**src/rtl/rac_pkg.sv**
```systemverilog
package rac_pkg;

  localparam int MODE_W = 2;
  localparam int ID_W   = 7;
  localparam int REG_W  = 3;
  localparam int KIND_W = 3;

  // request modes
  localparam logic [MODE_W-1:0] MODE_NEED   = 2'd0;
  localparam logic [MODE_W-1:0] MODE_BIND   = 2'd1;
  localparam logic [MODE_W-1:0] MODE_REL1   = 2'd2;
  localparam logic [MODE_W-1:0] MODE_RELALL = 2'd3;

  // result kinds
  localparam logic [KIND_W-1:0] K_STORE  = 3'd0;
  localparam logic [KIND_W-1:0] K_LOAD   = 3'd1;
  localparam logic [KIND_W-1:0] K_GRANT  = 3'd2;
  localparam logic [KIND_W-1:0] K_REJECT = 3'd3;
  localparam logic [KIND_W-1:0] K_DONE   = 3'd4;

  // register pointer sources
  localparam logic [2:0] PS_HIT    = 3'd0;
  localparam logic [2:0] PS_FREE   = 3'd1;
  localparam logic [2:0] PS_VICTIM = 3'd2;
  localparam logic [2:0] PS_SEL    = 3'd3;
  localparam logic [2:0] PS_ZERO   = 3'd4;

  // result register field sources
  localparam logic [1:0] RS_PTR  = 2'd0;
  localparam logic [1:0] RS_SEL  = 2'd1;
  localparam logic [1:0] RS_ZERO = 2'd2;

  // result id field sources
  localparam logic [1:0] IS_REQ   = 2'd0;
  localparam logic [1:0] IS_OWNER = 2'd1;
  localparam logic [1:0] IS_ZERO  = 2'd2;

  typedef struct packed {
    logic              cap;
    logic              look;
    logic              ptr_set;
    logic [2:0]        ptr_src;
    logic              ptr_inc;
    logic              spill;
    logic              vadv;
    logic              alloc;
    logic              emit;
    logic [KIND_W-1:0] emit_kind;
    logic [1:0]        emit_reg_src;
    logic [1:0]        emit_id_src;
    logic              emit_last;
  } rac_cmd_t;

  typedef struct packed {
    logic [MODE_W-1:0] mode;
    logic              id_ok;
    logic              rs_ok;
    logic              hit;
    logic              free_any;
    logic              sel_valid;
    logic              ptr_valid;
    logic              ptr_last;
    logic              spilled;
    logic              out_free;
    logic              clr_done;
  } rac_sts_t;

endpackage

```
**src/rtl/rac_if.sv**
```systemverilog
interface rac_in_if;
  logic                        valid;
  logic                        ready;
  logic [rac_pkg::MODE_W-1:0]  mode;
  logic [rac_pkg::ID_W-1:0]    var_id;
  logic [rac_pkg::REG_W-1:0]   reg_sel;

  modport source (output valid, output mode, output var_id, output reg_sel, input ready);
  modport sink   (input valid, input mode, input var_id, input reg_sel, output ready);
endinterface

interface rac_out_if;
  logic                        valid;
  logic                        ready;
  logic [rac_pkg::KIND_W-1:0]  kind;
  logic [rac_pkg::REG_W-1:0]   reg_num;
  logic [rac_pkg::ID_W-1:0]    owner_id;
  logic                        last;

  modport source (output valid, output kind, output reg_num, output owner_id, output last,
                  input ready);
  modport sink   (input valid, input kind, input reg_num, input owner_id, input last,
                  output ready);
endinterface

```
**src/rtl/rac_ram.sv**
```systemverilog
module rac_ram #(
  parameter int WIDTH = 1,
  parameter int DEPTH = 128
) (
  input  logic                     clk,
  input  logic                     we,
  input  logic [$clog2(DEPTH)-1:0] waddr,
  input  logic [WIDTH-1:0]         wdata,
  input  logic [$clog2(DEPTH)-1:0] raddr,
  output logic [WIDTH-1:0]         rdata
);

  logic [WIDTH-1:0] mem [DEPTH];
  logic [WIDTH-1:0] rdata_r;

  always_ff @(posedge clk) begin
    if (we) begin
      mem[waddr] <= wdata;
    end
    rdata_r <= mem[raddr];
  end

  assign rdata = rdata_r;

endmodule

```
**src/rtl/rac_dpath.sv**
```systemverilog
module rac_dpath #(
  parameter int NUM_REGS = 8,
  parameter int NUM_IDS  = 128
) (
  input  logic                        clk,
  input  logic                        rst_n,
  input  rac_pkg::rac_cmd_t           cmd,
  output rac_pkg::rac_sts_t           sts,
  input  logic [rac_pkg::MODE_W-1:0]  in_mode,
  input  logic [rac_pkg::ID_W-1:0]    in_var_id,
  input  logic [rac_pkg::REG_W-1:0]   in_reg_sel,
  input  logic                        out_ready,
  output logic                        out_valid,
  output logic [rac_pkg::KIND_W-1:0]  out_kind,
  output logic [rac_pkg::REG_W-1:0]   out_reg_num,
  output logic [rac_pkg::ID_W-1:0]    out_owner_id,
  output logic                        out_last
);
  import rac_pkg::*;

  localparam int RW = $clog2(NUM_REGS);
  localparam int IW = $clog2(NUM_IDS);
  localparam logic [RW-1:0] VICTIM_RST = RW'(3 % NUM_REGS);
  localparam logic [RW-1:0] REG_MAX    = RW'(NUM_REGS - 1);
  localparam logic [IW-1:0] ID_MAX     = IW'(NUM_IDS - 1);

  // request
  logic [MODE_W-1:0] mode_r;
  logic [ID_W-1:0]   id_r;
  logic [REG_W-1:0]  rs_r;

  // register file state
  logic [NUM_REGS-1:0] valid_r, valid_nxt;
  logic [ID_W-1:0]     owner_r [NUM_REGS];
  logic [RW-1:0]       victim_r, victim_nxt;
  logic [RW-1:0]       ptr_r, ptr_nxt;

  // lookup results
  logic          hit_r, free_any_r, id_ok_r, rs_ok_r, selv_r;
  logic [RW-1:0] hit_idx_r, free_idx_r;
  logic          hit_c, free_any_c, id_ok_c, rs_ok_c, selv_c;
  logic [RW-1:0] hit_idx_c, free_idx_c;

  // spilled-flag memory and its clearing pass
  logic [IW-1:0] clr_cnt_r, clr_cnt_nxt;
  logic          clr_done_r, clr_done_nxt;
  logic          ram_we;
  logic [IW-1:0] ram_waddr;
  logic          ram_wdata;
  logic          ram_rdata;

  // result register
  logic              out_valid_r, out_valid_nxt;
  logic [KIND_W-1:0] out_kind_r;
  logic [REG_W-1:0]  out_reg_r;
  logic [ID_W-1:0]   out_id_r;
  logic              out_last_r;
  logic              out_free;
  logic [ID_W-1:0]   owner_at_ptr;

  assign owner_at_ptr = owner_r[ptr_r];
  assign out_free     = !out_valid_r || out_ready;

  // associative lookup over the register file, lowest index wins
  always_comb begin
    hit_c      = 1'b0;
    hit_idx_c  = '0;
    free_any_c = 1'b0;
    free_idx_c = '0;
    for (int i = NUM_REGS - 1; i >= 0; i--) begin
      if (valid_r[i] && owner_r[i] == id_r) begin
        hit_c     = 1'b1;
        hit_idx_c = RW'(i);
      end
      if (!valid_r[i]) begin
        free_any_c = 1'b1;
        free_idx_c = RW'(i);
      end
    end
    id_ok_c = int'(id_r) < NUM_IDS;
    rs_ok_c = int'(rs_r) < NUM_REGS;
    selv_c  = rs_ok_c && valid_r[RW'(rs_r)];
  end

  always_ff @(posedge clk) begin
    if (cmd.cap) begin
      mode_r <= in_mode;
      id_r   <= in_var_id;
      rs_r   <= in_reg_sel;
    end
    if (cmd.look) begin
      hit_r      <= hit_c;
      hit_idx_r  <= hit_idx_c;
      free_any_r <= free_any_c;
      free_idx_r <= free_idx_c;
      id_ok_r    <= id_ok_c;
      rs_ok_r    <= rs_ok_c;
      selv_r     <= selv_c;
    end
    if (cmd.alloc) begin
      owner_r[ptr_r] <= id_r;
    end
  end

  always_comb begin
    valid_nxt = valid_r;
    if (cmd.spill) begin
      valid_nxt[ptr_r] = 1'b0;
    end
    if (cmd.alloc) begin
      valid_nxt[ptr_r] = 1'b1;
    end

    victim_nxt = victim_r;
    if (cmd.vadv) begin
      victim_nxt = (victim_r == REG_MAX) ? '0 : victim_r + 1'b1;
    end

    ptr_nxt = ptr_r;
    if (cmd.ptr_set) begin
      unique case (cmd.ptr_src)
        PS_HIT:    ptr_nxt = hit_idx_r;
        PS_FREE:   ptr_nxt = free_idx_r;
        PS_VICTIM: ptr_nxt = victim_r;
        PS_SEL:    ptr_nxt = RW'(rs_r);
        default:   ptr_nxt = '0;
      endcase
    end else if (cmd.ptr_inc) begin
      ptr_nxt = ptr_r + 1'b1;
    end
  end

  // clearing pass, then spill marks
  always_comb begin
    clr_cnt_nxt  = clr_cnt_r;
    clr_done_nxt = clr_done_r;
    if (!clr_done_r) begin
      clr_cnt_nxt  = clr_cnt_r + 1'b1;
      clr_done_nxt = (clr_cnt_r == ID_MAX);
    end
    ram_we    = !clr_done_r || cmd.spill;
    ram_waddr = clr_done_r ? IW'(owner_at_ptr) : clr_cnt_r;
    ram_wdata = clr_done_r;
  end

  rac_ram #(
    .WIDTH (1),
    .DEPTH (NUM_IDS)
  ) u_spill_ram (
    .clk   (clk),
    .we    (ram_we),
    .waddr (ram_waddr),
    .wdata (ram_wdata),
    .raddr (IW'(id_r)),
    .rdata (ram_rdata)
  );

  assign out_valid_nxt = cmd.emit ? 1'b1 : (out_ready ? 1'b0 : out_valid_r);

  always_ff @(posedge clk) begin
    if (cmd.emit) begin
      out_kind_r <= cmd.emit_kind;
      out_last_r <= cmd.emit_last;
      unique case (cmd.emit_reg_src)
        RS_PTR:  out_reg_r <= REG_W'(ptr_r);
        RS_SEL:  out_reg_r <= rs_r;
        default: out_reg_r <= '0;
      endcase
      unique case (cmd.emit_id_src)
        IS_REQ:   out_id_r <= id_r;
        IS_OWNER: out_id_r <= owner_at_ptr;
        default:  out_id_r <= '0;
      endcase
    end
  end

  always_ff @(posedge clk) begin
    if (!rst_n) begin
      valid_r     <= '0;
      victim_r    <= VICTIM_RST;
      ptr_r       <= '0;
      clr_cnt_r   <= '0;
      clr_done_r  <= 1'b0;
      out_valid_r <= 1'b0;
    end else begin
      valid_r     <= valid_nxt;
      victim_r    <= victim_nxt;
      ptr_r       <= ptr_nxt;
      clr_cnt_r   <= clr_cnt_nxt;
      clr_done_r  <= clr_done_nxt;
      out_valid_r <= out_valid_nxt;
    end
  end

  assign out_valid    = out_valid_r;
  assign out_kind     = out_kind_r;
  assign out_reg_num  = out_reg_r;
  assign out_owner_id = out_id_r;
  assign out_last     = out_last_r;

  assign sts.mode      = mode_r;
  assign sts.id_ok     = id_ok_r;
  assign sts.rs_ok     = rs_ok_r;
  assign sts.hit       = hit_r;
  assign sts.free_any  = free_any_r;
  assign sts.sel_valid = selv_r;
  assign sts.ptr_valid = valid_r[ptr_r];
  assign sts.ptr_last  = (ptr_r == REG_MAX);
  assign sts.spilled   = ram_rdata;
  assign sts.out_free  = out_free;
  assign sts.clr_done  = clr_done_r;

endmodule

```
**src/rtl/rac_ctrl.sv**
```systemverilog
module rac_ctrl (
  input  logic              clk,
  input  logic              rst_n,
  input  logic              in_valid,
  output logic              in_ready,
  input  rac_pkg::rac_sts_t sts,
  output rac_pkg::rac_cmd_t cmd
);
  import rac_pkg::*;

  localparam logic [3:0] ST_CLEAR  = 4'd0;
  localparam logic [3:0] ST_IDLE   = 4'd1;
  localparam logic [3:0] ST_LOOK   = 4'd2;
  localparam logic [3:0] ST_DECIDE = 4'd3;
  localparam logic [3:0] ST_VSPILL = 4'd4;
  localparam logic [3:0] ST_ALLOC  = 4'd5;
  localparam logic [3:0] ST_LOAD   = 4'd6;
  localparam logic [3:0] ST_GRANT  = 4'd7;
  localparam logic [3:0] ST_BIND   = 4'd8;
  localparam logic [3:0] ST_SPILL1 = 4'd9;
  localparam logic [3:0] ST_DONE   = 4'd10;
  localparam logic [3:0] ST_SWEEP  = 4'd11;

  logic [3:0] state_r, state_nxt;

  always_comb begin
    state_nxt = state_r;
    cmd       = '0;
    in_ready  = 1'b0;
    unique case (state_r)
      ST_CLEAR: begin
        if (sts.clr_done) begin
          state_nxt = ST_IDLE;
        end
      end
      ST_IDLE: begin
        in_ready = 1'b1;
        if (in_valid) begin
          cmd.cap   = 1'b1;
          state_nxt = ST_LOOK;
        end
      end
      ST_LOOK: begin
        cmd.look  = 1'b1;
        state_nxt = ST_DECIDE;
      end
      ST_DECIDE: begin
        unique case (sts.mode)
          MODE_NEED: begin
            if (!sts.id_ok) begin
              if (sts.out_free) begin
                cmd.emit         = 1'b1;
                cmd.emit_kind    = K_REJECT;
                cmd.emit_reg_src = RS_SEL;
                cmd.emit_id_src  = IS_REQ;
                cmd.emit_last    = 1'b1;
                state_nxt        = ST_IDLE;
              end
            end else if (sts.hit) begin
              cmd.ptr_set = 1'b1;
              cmd.ptr_src = PS_HIT;
              state_nxt   = ST_GRANT;
            end else if (sts.free_any) begin
              cmd.ptr_set = 1'b1;
              cmd.ptr_src = PS_FREE;
              state_nxt   = ST_ALLOC;
            end else begin
              cmd.ptr_set = 1'b1;
              cmd.ptr_src = PS_VICTIM;
              state_nxt   = ST_VSPILL;
            end
          end
          MODE_BIND: begin
            if (!sts.id_ok || !sts.rs_ok || sts.hit || sts.sel_valid) begin
              if (sts.out_free) begin
                cmd.emit         = 1'b1;
                cmd.emit_kind    = K_REJECT;
                cmd.emit_reg_src = RS_SEL;
                cmd.emit_id_src  = IS_REQ;
                cmd.emit_last    = 1'b1;
                state_nxt        = ST_IDLE;
              end
            end else begin
              cmd.ptr_set = 1'b1;
              cmd.ptr_src = PS_SEL;
              state_nxt   = ST_BIND;
            end
          end
          MODE_REL1: begin
            if (sts.rs_ok && sts.sel_valid) begin
              cmd.ptr_set = 1'b1;
              cmd.ptr_src = PS_SEL;
              state_nxt   = ST_SPILL1;
            end else begin
              state_nxt = ST_DONE;
            end
          end
          default: begin
            cmd.ptr_set = 1'b1;
            cmd.ptr_src = PS_ZERO;
            state_nxt   = ST_SWEEP;
          end
        endcase
      end
      ST_VSPILL: begin
        if (sts.out_free) begin
          cmd.spill        = 1'b1;
          cmd.vadv         = 1'b1;
          cmd.emit         = 1'b1;
          cmd.emit_kind    = K_STORE;
          cmd.emit_reg_src = RS_PTR;
          cmd.emit_id_src  = IS_OWNER;
          state_nxt        = ST_ALLOC;
        end
      end
      ST_ALLOC: begin
        cmd.alloc = 1'b1;
        state_nxt = sts.spilled ? ST_LOAD : ST_GRANT;
      end
      ST_LOAD: begin
        if (sts.out_free) begin
          cmd.emit         = 1'b1;
          cmd.emit_kind    = K_LOAD;
          cmd.emit_reg_src = RS_PTR;
          cmd.emit_id_src  = IS_REQ;
          state_nxt        = ST_GRANT;
        end
      end
      ST_GRANT: begin
        if (sts.out_free) begin
          cmd.emit         = 1'b1;
          cmd.emit_kind    = K_GRANT;
          cmd.emit_reg_src = RS_PTR;
          cmd.emit_id_src  = IS_REQ;
          cmd.emit_last    = 1'b1;
          state_nxt        = ST_IDLE;
        end
      end
      ST_BIND: begin
        if (sts.out_free) begin
          cmd.alloc        = 1'b1;
          cmd.emit         = 1'b1;
          cmd.emit_kind    = K_DONE;
          cmd.emit_reg_src = RS_SEL;
          cmd.emit_id_src  = IS_REQ;
          cmd.emit_last    = 1'b1;
          state_nxt        = ST_IDLE;
        end
      end
      ST_SPILL1: begin
        if (sts.out_free) begin
          cmd.spill        = 1'b1;
          cmd.emit         = 1'b1;
          cmd.emit_kind    = K_STORE;
          cmd.emit_reg_src = RS_PTR;
          cmd.emit_id_src  = IS_OWNER;
          state_nxt        = ST_DONE;
        end
      end
      ST_SWEEP: begin
        if (sts.ptr_valid) begin
          if (sts.out_free) begin
            cmd.spill        = 1'b1;
            cmd.emit         = 1'b1;
            cmd.emit_kind    = K_STORE;
            cmd.emit_reg_src = RS_PTR;
            cmd.emit_id_src  = IS_OWNER;
            if (sts.ptr_last) begin
              state_nxt = ST_DONE;
            end else begin
              cmd.ptr_inc = 1'b1;
            end
          end
        end else if (sts.ptr_last) begin
          state_nxt = ST_DONE;
        end else begin
          cmd.ptr_inc = 1'b1;
        end
      end
      ST_DONE: begin
        if (sts.out_free) begin
          cmd.emit         = 1'b1;
          cmd.emit_kind    = K_DONE;
          cmd.emit_reg_src = (sts.mode == MODE_REL1) ? RS_SEL : RS_ZERO;
          cmd.emit_id_src  = IS_ZERO;
          cmd.emit_last    = 1'b1;
          state_nxt        = ST_IDLE;
        end
      end
      default: begin
        state_nxt = ST_IDLE;
      end
    endcase
  end

  always_ff @(posedge clk) begin
    if (!rst_n) begin
      state_r <= ST_CLEAR;
    end else begin
      state_r <= state_nxt;
    end
  end

endmodule

```
**src/rtl/register_allocator_with_spill.sv**
```systemverilog
// Channel  Dir  Payload                           Handshake
// in_ch    in   mode, var_id, reg_sel             valid/ready, request taken when both high
// out_ch   out  kind, reg_num, owner_id, last     valid/ready, result taken when both high
//
// One request at a time: accept, lookup and decide come in turn (a reject is emitted in the
// decide state), then the results follow, with an allocate step before the grant on a need
// miss; release-all sweeps every register, and a need that spills and reloads emits a store,
// a load and a grant. After reset the spilled-flag memory is cleared one entry a cycle;
// in_ch.ready stays low until that pass is done. A stalled out_ch holds the controller in
// its emit state; a last result waits in the output register as the next request is taken.
module register_allocator_with_spill #(
  parameter int NUM_REGS = 8,
  parameter int NUM_IDS  = 128
) (
  input logic      clk,
  input logic      rst_n,
  rac_in_if.sink   in_ch,
  rac_out_if.source out_ch
);
  import rac_pkg::*;

  rac_cmd_t cmd;
  rac_sts_t sts;

  // sequencer: walks each request through lookup, spill, allocate and result steps
  rac_ctrl u_ctrl (
    .clk      (clk),
    .rst_n    (rst_n),
    .in_valid (in_ch.valid),
    .in_ready (in_ch.ready),
    .sts      (sts),
    .cmd      (cmd)
  );

  // register file ownership, victim pointer, spilled flags and the result register
  rac_dpath #(
    .NUM_REGS (NUM_REGS),
    .NUM_IDS  (NUM_IDS)
  ) u_dpath (
    .clk          (clk),
    .rst_n        (rst_n),
    .cmd          (cmd),
    .sts          (sts),
    .in_mode      (in_ch.mode),
    .in_var_id    (in_ch.var_id),
    .in_reg_sel   (in_ch.reg_sel),
    .out_ready    (out_ch.ready),
    .out_valid    (out_ch.valid),
    .out_kind     (out_ch.kind),
    .out_reg_num  (out_ch.reg_num),
    .out_owner_id (out_ch.owner_id),
    .out_last     (out_ch.last)
  );

  // a result is only written when the output register is empty or draining
  a_emit_room: assert property (@(posedge clk) disable iff (!rst_n)
    cmd.emit |-> sts.out_free)
    else $error("result written over a pending result");

  // spills only ever act on an occupied register
  a_spill_occupied: assert property (@(posedge clk) disable iff (!rst_n)
    cmd.spill |-> sts.ptr_valid)
    else $error("spill of a free register");

  // allocation only ever takes a free register
  a_alloc_free: assert property (@(posedge clk) disable iff (!rst_n)
    cmd.alloc |-> !sts.ptr_valid)
    else $error("allocation of an occupied register");

  // no request before the spilled flags are cleared
  a_accept_cleared: assert property (@(posedge clk) disable iff (!rst_n)
    (in_ch.valid && in_ch.ready) |-> sts.clr_done)
    else $error("request accepted during clearing pass");

endmodule
```
**src/flat_wrapper.sv**
```systemverilog
// flat-port wrapper written by rule: the top's interface ports become plain ports
module register_allocator_with_spill_flat import rac_pkg::*;
#(
  parameter int NUM_REGS = 8,
  parameter int NUM_IDS  = 128
)
  (clk, rst_n, in_ch_valid, in_ch_mode, in_ch_var_id, in_ch_reg_sel, in_ch_ready, out_ch_valid, out_ch_kind, out_ch_reg_num, out_ch_owner_id, out_ch_last, out_ch_ready);
  rac_in_if in_ch_i ();
  rac_out_if out_ch_i ();
  input logic clk;
  input logic rst_n;
  input wire logic [$bits(in_ch_i.valid)-1:0] in_ch_valid;
  input wire logic [$bits(in_ch_i.mode)-1:0] in_ch_mode;
  input wire logic [$bits(in_ch_i.var_id)-1:0] in_ch_var_id;
  input wire logic [$bits(in_ch_i.reg_sel)-1:0] in_ch_reg_sel;
  output wire logic [$bits(in_ch_i.ready)-1:0] in_ch_ready;
  output wire logic [$bits(out_ch_i.valid)-1:0] out_ch_valid;
  output wire logic [$bits(out_ch_i.kind)-1:0] out_ch_kind;
  output wire logic [$bits(out_ch_i.reg_num)-1:0] out_ch_reg_num;
  output wire logic [$bits(out_ch_i.owner_id)-1:0] out_ch_owner_id;
  output wire logic [$bits(out_ch_i.last)-1:0] out_ch_last;
  input wire logic [$bits(out_ch_i.ready)-1:0] out_ch_ready;
  assign in_ch_i.valid = in_ch_valid;
  assign in_ch_i.mode = in_ch_mode;
  assign in_ch_i.var_id = in_ch_var_id;
  assign in_ch_i.reg_sel = in_ch_reg_sel;
  assign in_ch_ready = in_ch_i.ready;
  assign out_ch_valid = out_ch_i.valid;
  assign out_ch_kind = out_ch_i.kind;
  assign out_ch_reg_num = out_ch_i.reg_num;
  assign out_ch_owner_id = out_ch_i.owner_id;
  assign out_ch_last = out_ch_i.last;
  assign out_ch_i.ready = out_ch_ready;
  register_allocator_with_spill #(.NUM_REGS(NUM_REGS), .NUM_IDS(NUM_IDS)) u_core (.clk(clk), .rst_n(rst_n), .in_ch(in_ch_i), .out_ch(out_ch_i));
endmodule
```
**config.mk**
```make
export PLATFORM = sky130hd
export DESIGN_NAME = register_allocator_with_spill_flat
export DESIGN_NICKNAME = d
export VERILOG_FILES = /design/src/rtl/rac_pkg.sv /design/src/rtl/rac_if.sv /design/src/rtl/rac_ram.sv /design/src/rtl/rac_dpath.sv /design/src/rtl/rac_ctrl.sv /design/src/rtl/register_allocator_with_spill.sv /design/src/flat_wrapper.sv
export SDC_FILE = /design/constraint.sdc
export NUM_CORES = 1
export LEC_CHECK = 0
export ABC_AREA = 1
export BUFFER_PORTS_ARGS = -buffer_cell sky130_fd_sc_hd__buf_2
export CAP_MARGIN = 20
export CORE_MARGIN = 4
export CORE_UTILIZATION = 25
export DETAILED_ROUTE_END_ITERATION = 6
export PLACE_DENSITY_LB_ADDON = 0.12
export SLEW_MARGIN = 20
export SYNTH_ARGS = -nofsm -noshare
export SYNTH_HDL_FRONTEND = slang
export SYNTH_HIERARCHICAL = 1
export SYNTH_SLANG_ARGS = --single-unit
```
**constraint.sdc**
```tcl
create_clock -name clk -period 7 [get_ports clk]
set_clock_uncertainty 0.2 [all_clocks]
set_input_delay 0.35 -clock clk [delete_from_list [all_inputs] [get_ports clk]]
set_output_delay 0.35 -clock clk [all_outputs]
set_load 0.02 [all_outputs]
```
Word-level counts from Yosys, hierarchy flattened:

Memory sizes are Yosys's and may differ from the RTL's. A register that Yosys moved wholly into a read port is not among the register bits.
Cells that the tools add are included.
W data, S select, Z words.

* flip-flop bits (word level): 62
* memory bits (writable): 184
* input bits: 16
* output and inout bits: 16
* word-level logic and storage cells: 187
* memories kept: 2

Memories
* u_core.u_dpath.u_spill_ram.mem: depth 128, width 1, read ports 1, clocked after Yosys merged registers in 1, wr ports 1, line rac_ram.sv:13 `logic [WIDTH-1:0] mem [DEPTH];`
* u_core.u_dpath.owner_r: depth 8, width 7, read ports 9, clocked after Yosys merged registers in 1, wr ports 1, line rac_dpath.sv:34 `logic [ID_W-1:0] owner_r [NUM_REGS];`

* add/sub/neg operators: 3
* order comparisons: 3
* eq/ne operators: 35
* mux-type cells: 88
* bitwise gates (word level): 3
* reduce and logical (&&, ||, !) cells: 30

Operators with widths (count)
* $eq A7 B7 Y1: 8
* $pmux W8 S7: 1
* $mux W4: 13
* $mux W9: 5
* $mux W8: 5
* $pmux W4 S10: 1
* $mux W3: 13
* $mux W1: 26
* $pmux W4 S3: 2
* $mux W2: 11
* $eq A4 B3 Y1 const B: 4
* $eq A4 B4 Y1 const B: 4
* $pmux W7 S2: 1
* $pmux W3 S4: 1
* $mux W10: 1
* $ne A2 B2 Y1 const B: 5
* $logic_and A1 B1 Y1: 9
* $and A8 B8 Y8: 1
* $eq A4 B2 Y1 const B: 2
* $lt A3 B4 Y1 const B: 2
* $not A8 Y8: 1
* $or A8 B8 Y8: 1
* $add A7 B1 Y7 const B: 1
* $eq A7 B7 Y1 const B: 1
* other kinds (30): 43

Longest topological paths before layout:

An unclocked memory read counts as a cell.

* depth in word-level cells: 10
* mapped depth: 15
* depth with buffers taken out: 13

Modules after synthesis:

The synthesis kept the hierarchy.

By module, submodules not included
* rac_ram: times used 1, cells each 620, area an instance 5926.9 µm², sequential area each 3863.7 µm²
* rac_dpath: times used 1, cells each 647, area an instance 5828.1 µm², sequential area each 3253.1 µm²
* rac_ctrl: times used 1, cells each 150, area an instance 701.9 µm², sequential area each 80.1 µm²

Least setup slack after synthesis:

OpenSTA, ideal clock, no wires.

* path kind: register to register
* start point: register u_core.u_dpath.clr_done_r
* end point: memory u_core.u_dpath.u_spill_ram.mem[111] (enable)
* arrival: 3516 ps
* data required time: 6500 ps
* setup slack: 2984 ps
* cell stages (with the launch flop): 9
* path buffers: 2
* period minus slack after synthesis: 4016 ps
* path through: dfxtp_1 -> clkbuf_1 -> inv_1 -> o21ai_0 -> inv_1 -> nor3_1 -> nand2_1 -> clkbuf_1 -> nor2_1

* elaborated cells on any way between the ends: 5

RTL lines
* start: declaration: line rac_dpath.sv:46 `logic clr_done_r, clr_done_nxt;`
* start signal: assignment: line rac_dpath.sv:190 `clr_done_r <= clr_done_nxt;`
* $mux W7: line rac_dpath.sv:142 `ram_waddr = clr_done_r ? IW'(owner_at_ptr) : clr_cnt_r;`
* net u_core.u_dpath.ram_waddr[2]: line rac_dpath.sv:48 `logic [IW-1:0] ram_waddr;`
* end: declaration: line rac_ram.sv:13

The timed path passes the listed nets, and every way through them passes these cells.

==> impl_metrics.ini <==
[finish]
fill_cells = 5302
area_delta_synth_final_pct = 14.1
multiInputGateArea_um2 = 4340
layout.nets = 1459
layout-drive-gt1-share_pct = 7.19
diodes = 0
seqCellArea_um2 = 7200

[route]
vias = 9629
dr.pass1.iters = 5
wl_mm = 37.8
ant_nets = 0
via_per_inst = 4.53
drc_errors = 0
wl_per_cell_um = 17.8
drt_iter0_markers = 652

[logic_synthesis]
ys_types = 42
synth_fa_ha_area_share_pct = 0.502
synth-simple-area-share_pct = 25.7
synth_mux_area_share_pct = 0
synth-seq-area-share_pct = 57.8
synth_top_family_by_area = simple AND/OR/NAND/NOR gates
syn-cell-area_um2 = 12500
synth-xor-area-share_pct = 1.41
synth-compound-area-share_pct = 7.10
synth-seq-cells = 250
yosysWarnings = 6
synth.avg_cell_area_um2 = 8.79
synth_cells = 1417

[sta]
setup_viol = 0
rsz0062_at_grt = no
final_hold_viol_count = 0
slew_violations = 0
worst_slew_pin_slew_ns = 1.00
fin_crit_sh_pct = 60.5
fmax_mhz = 236
fin_crit_ns = 4.23
setup_tns_ns = 0
max-slew-margin-rel_pct = 33.3

[global_routing]
grt_pass1_wl_mm = 58.0
antenna_found_initial = 0
grt.total_usage_pct = 13.9
grt_pass1_vias = 9551
gr-total-overflow = 0
grt_max_degree = 109

[critical_path]
r2r-end = u_core/u_dpath/u_spill_ram/mem[7]$_DFFE_PP_
cp.arrival_ns = 4.30
required_ns = 7.07
path_class = reg -> reg
start_kind = flop
critPathMaxFanout = 30
r2r_setup_slack_ns = 2.77
r2r_cells = 10
end_kind = flop

[hold_path]
holdPathEnd = u_core/u_dpath/out_valid$_SDFFE_PN0P_
hp-class = in -> reg
hold_depth = 4
worstHoldStart = out_ch_ready

[floorplanning]
start_util_pct = 25.4
pin_count = 32
die_x_um = 231
rows = 81
dieArea_um2 = 53500
core_um2 = 49100
die_h_um = 231

[power_and_ir_drop]
leakage_uw = 0.00524
finalPower_uw = 3580
ir_drop_v = 0.000161
power_density_nw_per_um2 = 252

[status]
outcome = complete, no violations

[cts]
numCtsBuffers = 31
path_clk_slew_ns = 0.06
clk_path_buf_depth = 3
clock_sinks = 250
cts_max_level = 1
cts_tree = yes
root_buffer = clkbuf_16
insertion_delay_ns = 0.57

[place]
io_buffers = 31
hpwl_mm = 24.6
gp_congestion = 0.828

[flow_run]
cap_violations = 0
-- what timing repair did --
item,4_1_cts,5_1_grt
buffers inserted,0,0
resized for setup,0,0
endpoints found under the hold margin,25,0
hold buffers,13,0
-- sequential cells by signal, indices dropped and copies added (netlist names), 4 cells and up, named ones only --
| signal | cells |
|---|---|
| u_core/u_dpath/clr_cnt_r | 7 |
| u_core/u_dpath/out_owner_id | 7 |
| u_core/u_dpath/valid_r | 8 |
| u_core/u_ctrl/state_r | 4 |
| u_core/u_dpath/id_r | 7 |
| u_core/u_dpath/u_spill_ram/mem | 128 |
| u_core/u_dpath/owner_r | 56 |
-- per-layer routing --
layer	GRT usage (%)	wire [um]
met1	18.7	17600
met5	0	0
met4	3.97	1110
met2	23.0	17700
met3	2.16	1380
-- synth_stat cells (all sizes together) --
library cell  number  area (um2)
xor2               9        78.8
nor2             217         817
o22ai             16         100
or2                7        43.8
ha                 5        62.6
nor3              32         165
nand2            339        1270
clkbuf            20        85.1
a22oi              2        15.0
a31oi              6        37.5
nor4               4        25.0
dfxtp             31         621
nand3            160         806
xnor2             11        96.3
inv              140         528
o31ai              2        20.0
edfxtp           219        6580
a221oi             1        8.76
buf               47         317
o2111ai            1        8.76
nand4             11        68.8
a211oi             2        15.0
clkinv             1        3.75
o211ai             4        30.0
o21ai             73         365
conb               1        3.75
a21oi             56         284
-- through the flow --
| step | cell area [um2] | hold WS [ns] | util [%] | instances | setup slack (ns) |
|---|---|---|---|---|---|
| after floorplan | 12500 | 0.249 | - | 1418 | 2.98 |
| after global placement | 13100 | 0.299 | 26.8 | 2056 | 2.71 |
| after detailed placement | 13100 | 0.307 | 26.8 | 2056 | 2.71 |
| after CTS | 14200 | 0.0235 | 29.0 | 2124 | 2.71 |
| after global routing | 14200 | 0.105 | 29.0 | 2124 | 2.33 |
| final | 14200 | 0.0473 | 29.0 | 2124 | 2.77 |
-- logic make-up (layout without fill, tap and decap cells) --
| group | count (synthesis) | after routing |
|---|---|---|
| buf+inv | 208 | 250 |
| xor+xnor | 20 | 20 |
| flops | 250 | 250 |
| other cells | 1 | 2 |
| compound gates | 163 | 163 |
| fa+ha+maj | 5 | 5 |
| simple gates | 770 | 770 |
-- layout by cell type (no fill, tap or decap), types with 2 or more instances in the layout --
cell type      synthesis  final
xor2_1                 9      9
clkinv_2               0      7
a21oi_1               55     55
or2_1                  2      2
clkinv_1               1      6
nor2_1               216    216
conb_1                 1      2
or2_2                  4      4
dlygate4sd3_1          0     13
nor3_1                31     30
inv_2                  7      7
a211oi_1               2      2
nand4_1               11     11
a31oi_1                6      6
ha_1                   5      5
nor4_1                 4      4
edfxtp_1             219    219
clkbuf_1              19      6
inv_1                132    132
o21ai_0               68     68
nand2_1              338    338
dfxtp_1               31     30
buf_2                 19     31
o211ai_1               4      4
buf_4                 21     10
o22ai_1               16     16
nor3_2                 1      2
a22oi_1                2      2
nand3_1              159    159
bufinv_16              0      2
o21ai_1                5      5
xnor2_1               11     11
clkbuf_16              0     31
-- final cells by class --
cell class | count | area share (%)
Tap cell | 664 | 5.85
Inverter | 141 | 3.74
Sequential cell | 250 | 50.7
Timing Repair Buffer | 54 | 2.54
Clock buffer | 38 | 5.71
Multi-Input combinational cell | 960 | 30.5
Clock inverter | 17 | 0.977
-- how the worst max path moves through the flow --
| stage | start | to | cells past startpoint |
|---|---|---|---|
| 2_1_floorplan | u_core/u_dpath/clr_done_r$_SDFF_PN0_ | u_core/u_dpath/u_spill_ram/mem[111]$_DFFE_PP_ | 8 |
| 3_3_place_gp | flop | u_core/u_dpath/u_spill_ram/mem[31]$_DFFE_PP_ | 10 |
| 3_5_place_dp | flop | u_core/u_dpath/u_spill_ram/mem[119]$_DFFE_PP_ | 10 |
| 4_1_cts | flop | u_core/u_dpath/u_spill_ram/mem[119]$_DFFE_PP_ | 10 |
| 5_1_grt | flop | u_core/u_dpath/u_spill_ram/mem[127]$_DFFE_PP_ | 10 |
| 6_report | flop | u_core/u_dpath/u_spill_ram/mem[7]$_DFFE_PP_ | 10 |
-- critical path: stages, from the launching register on --
cell,delay [ns]
dfxtp_1,0.83
inv_2,0.42
a21oi_1,0.28
o21ai_0,0.15
nand3_1,0.10
nand2_1,0.13
o21ai_0,0.53
inv_1,0.18
nor3_1,0.28
nand2_1,0.52
nor2_1,0.29
-- power breakdown --
group	leakage (uW)	internal (uW)	switching [uW]
clock	0.000469	890	651
combinational	0.00250	103	267
sequential	0.00227	1640	33.5
total	0.00524	2630	952
Note: power is estimated with default switching activity, not from simulation.
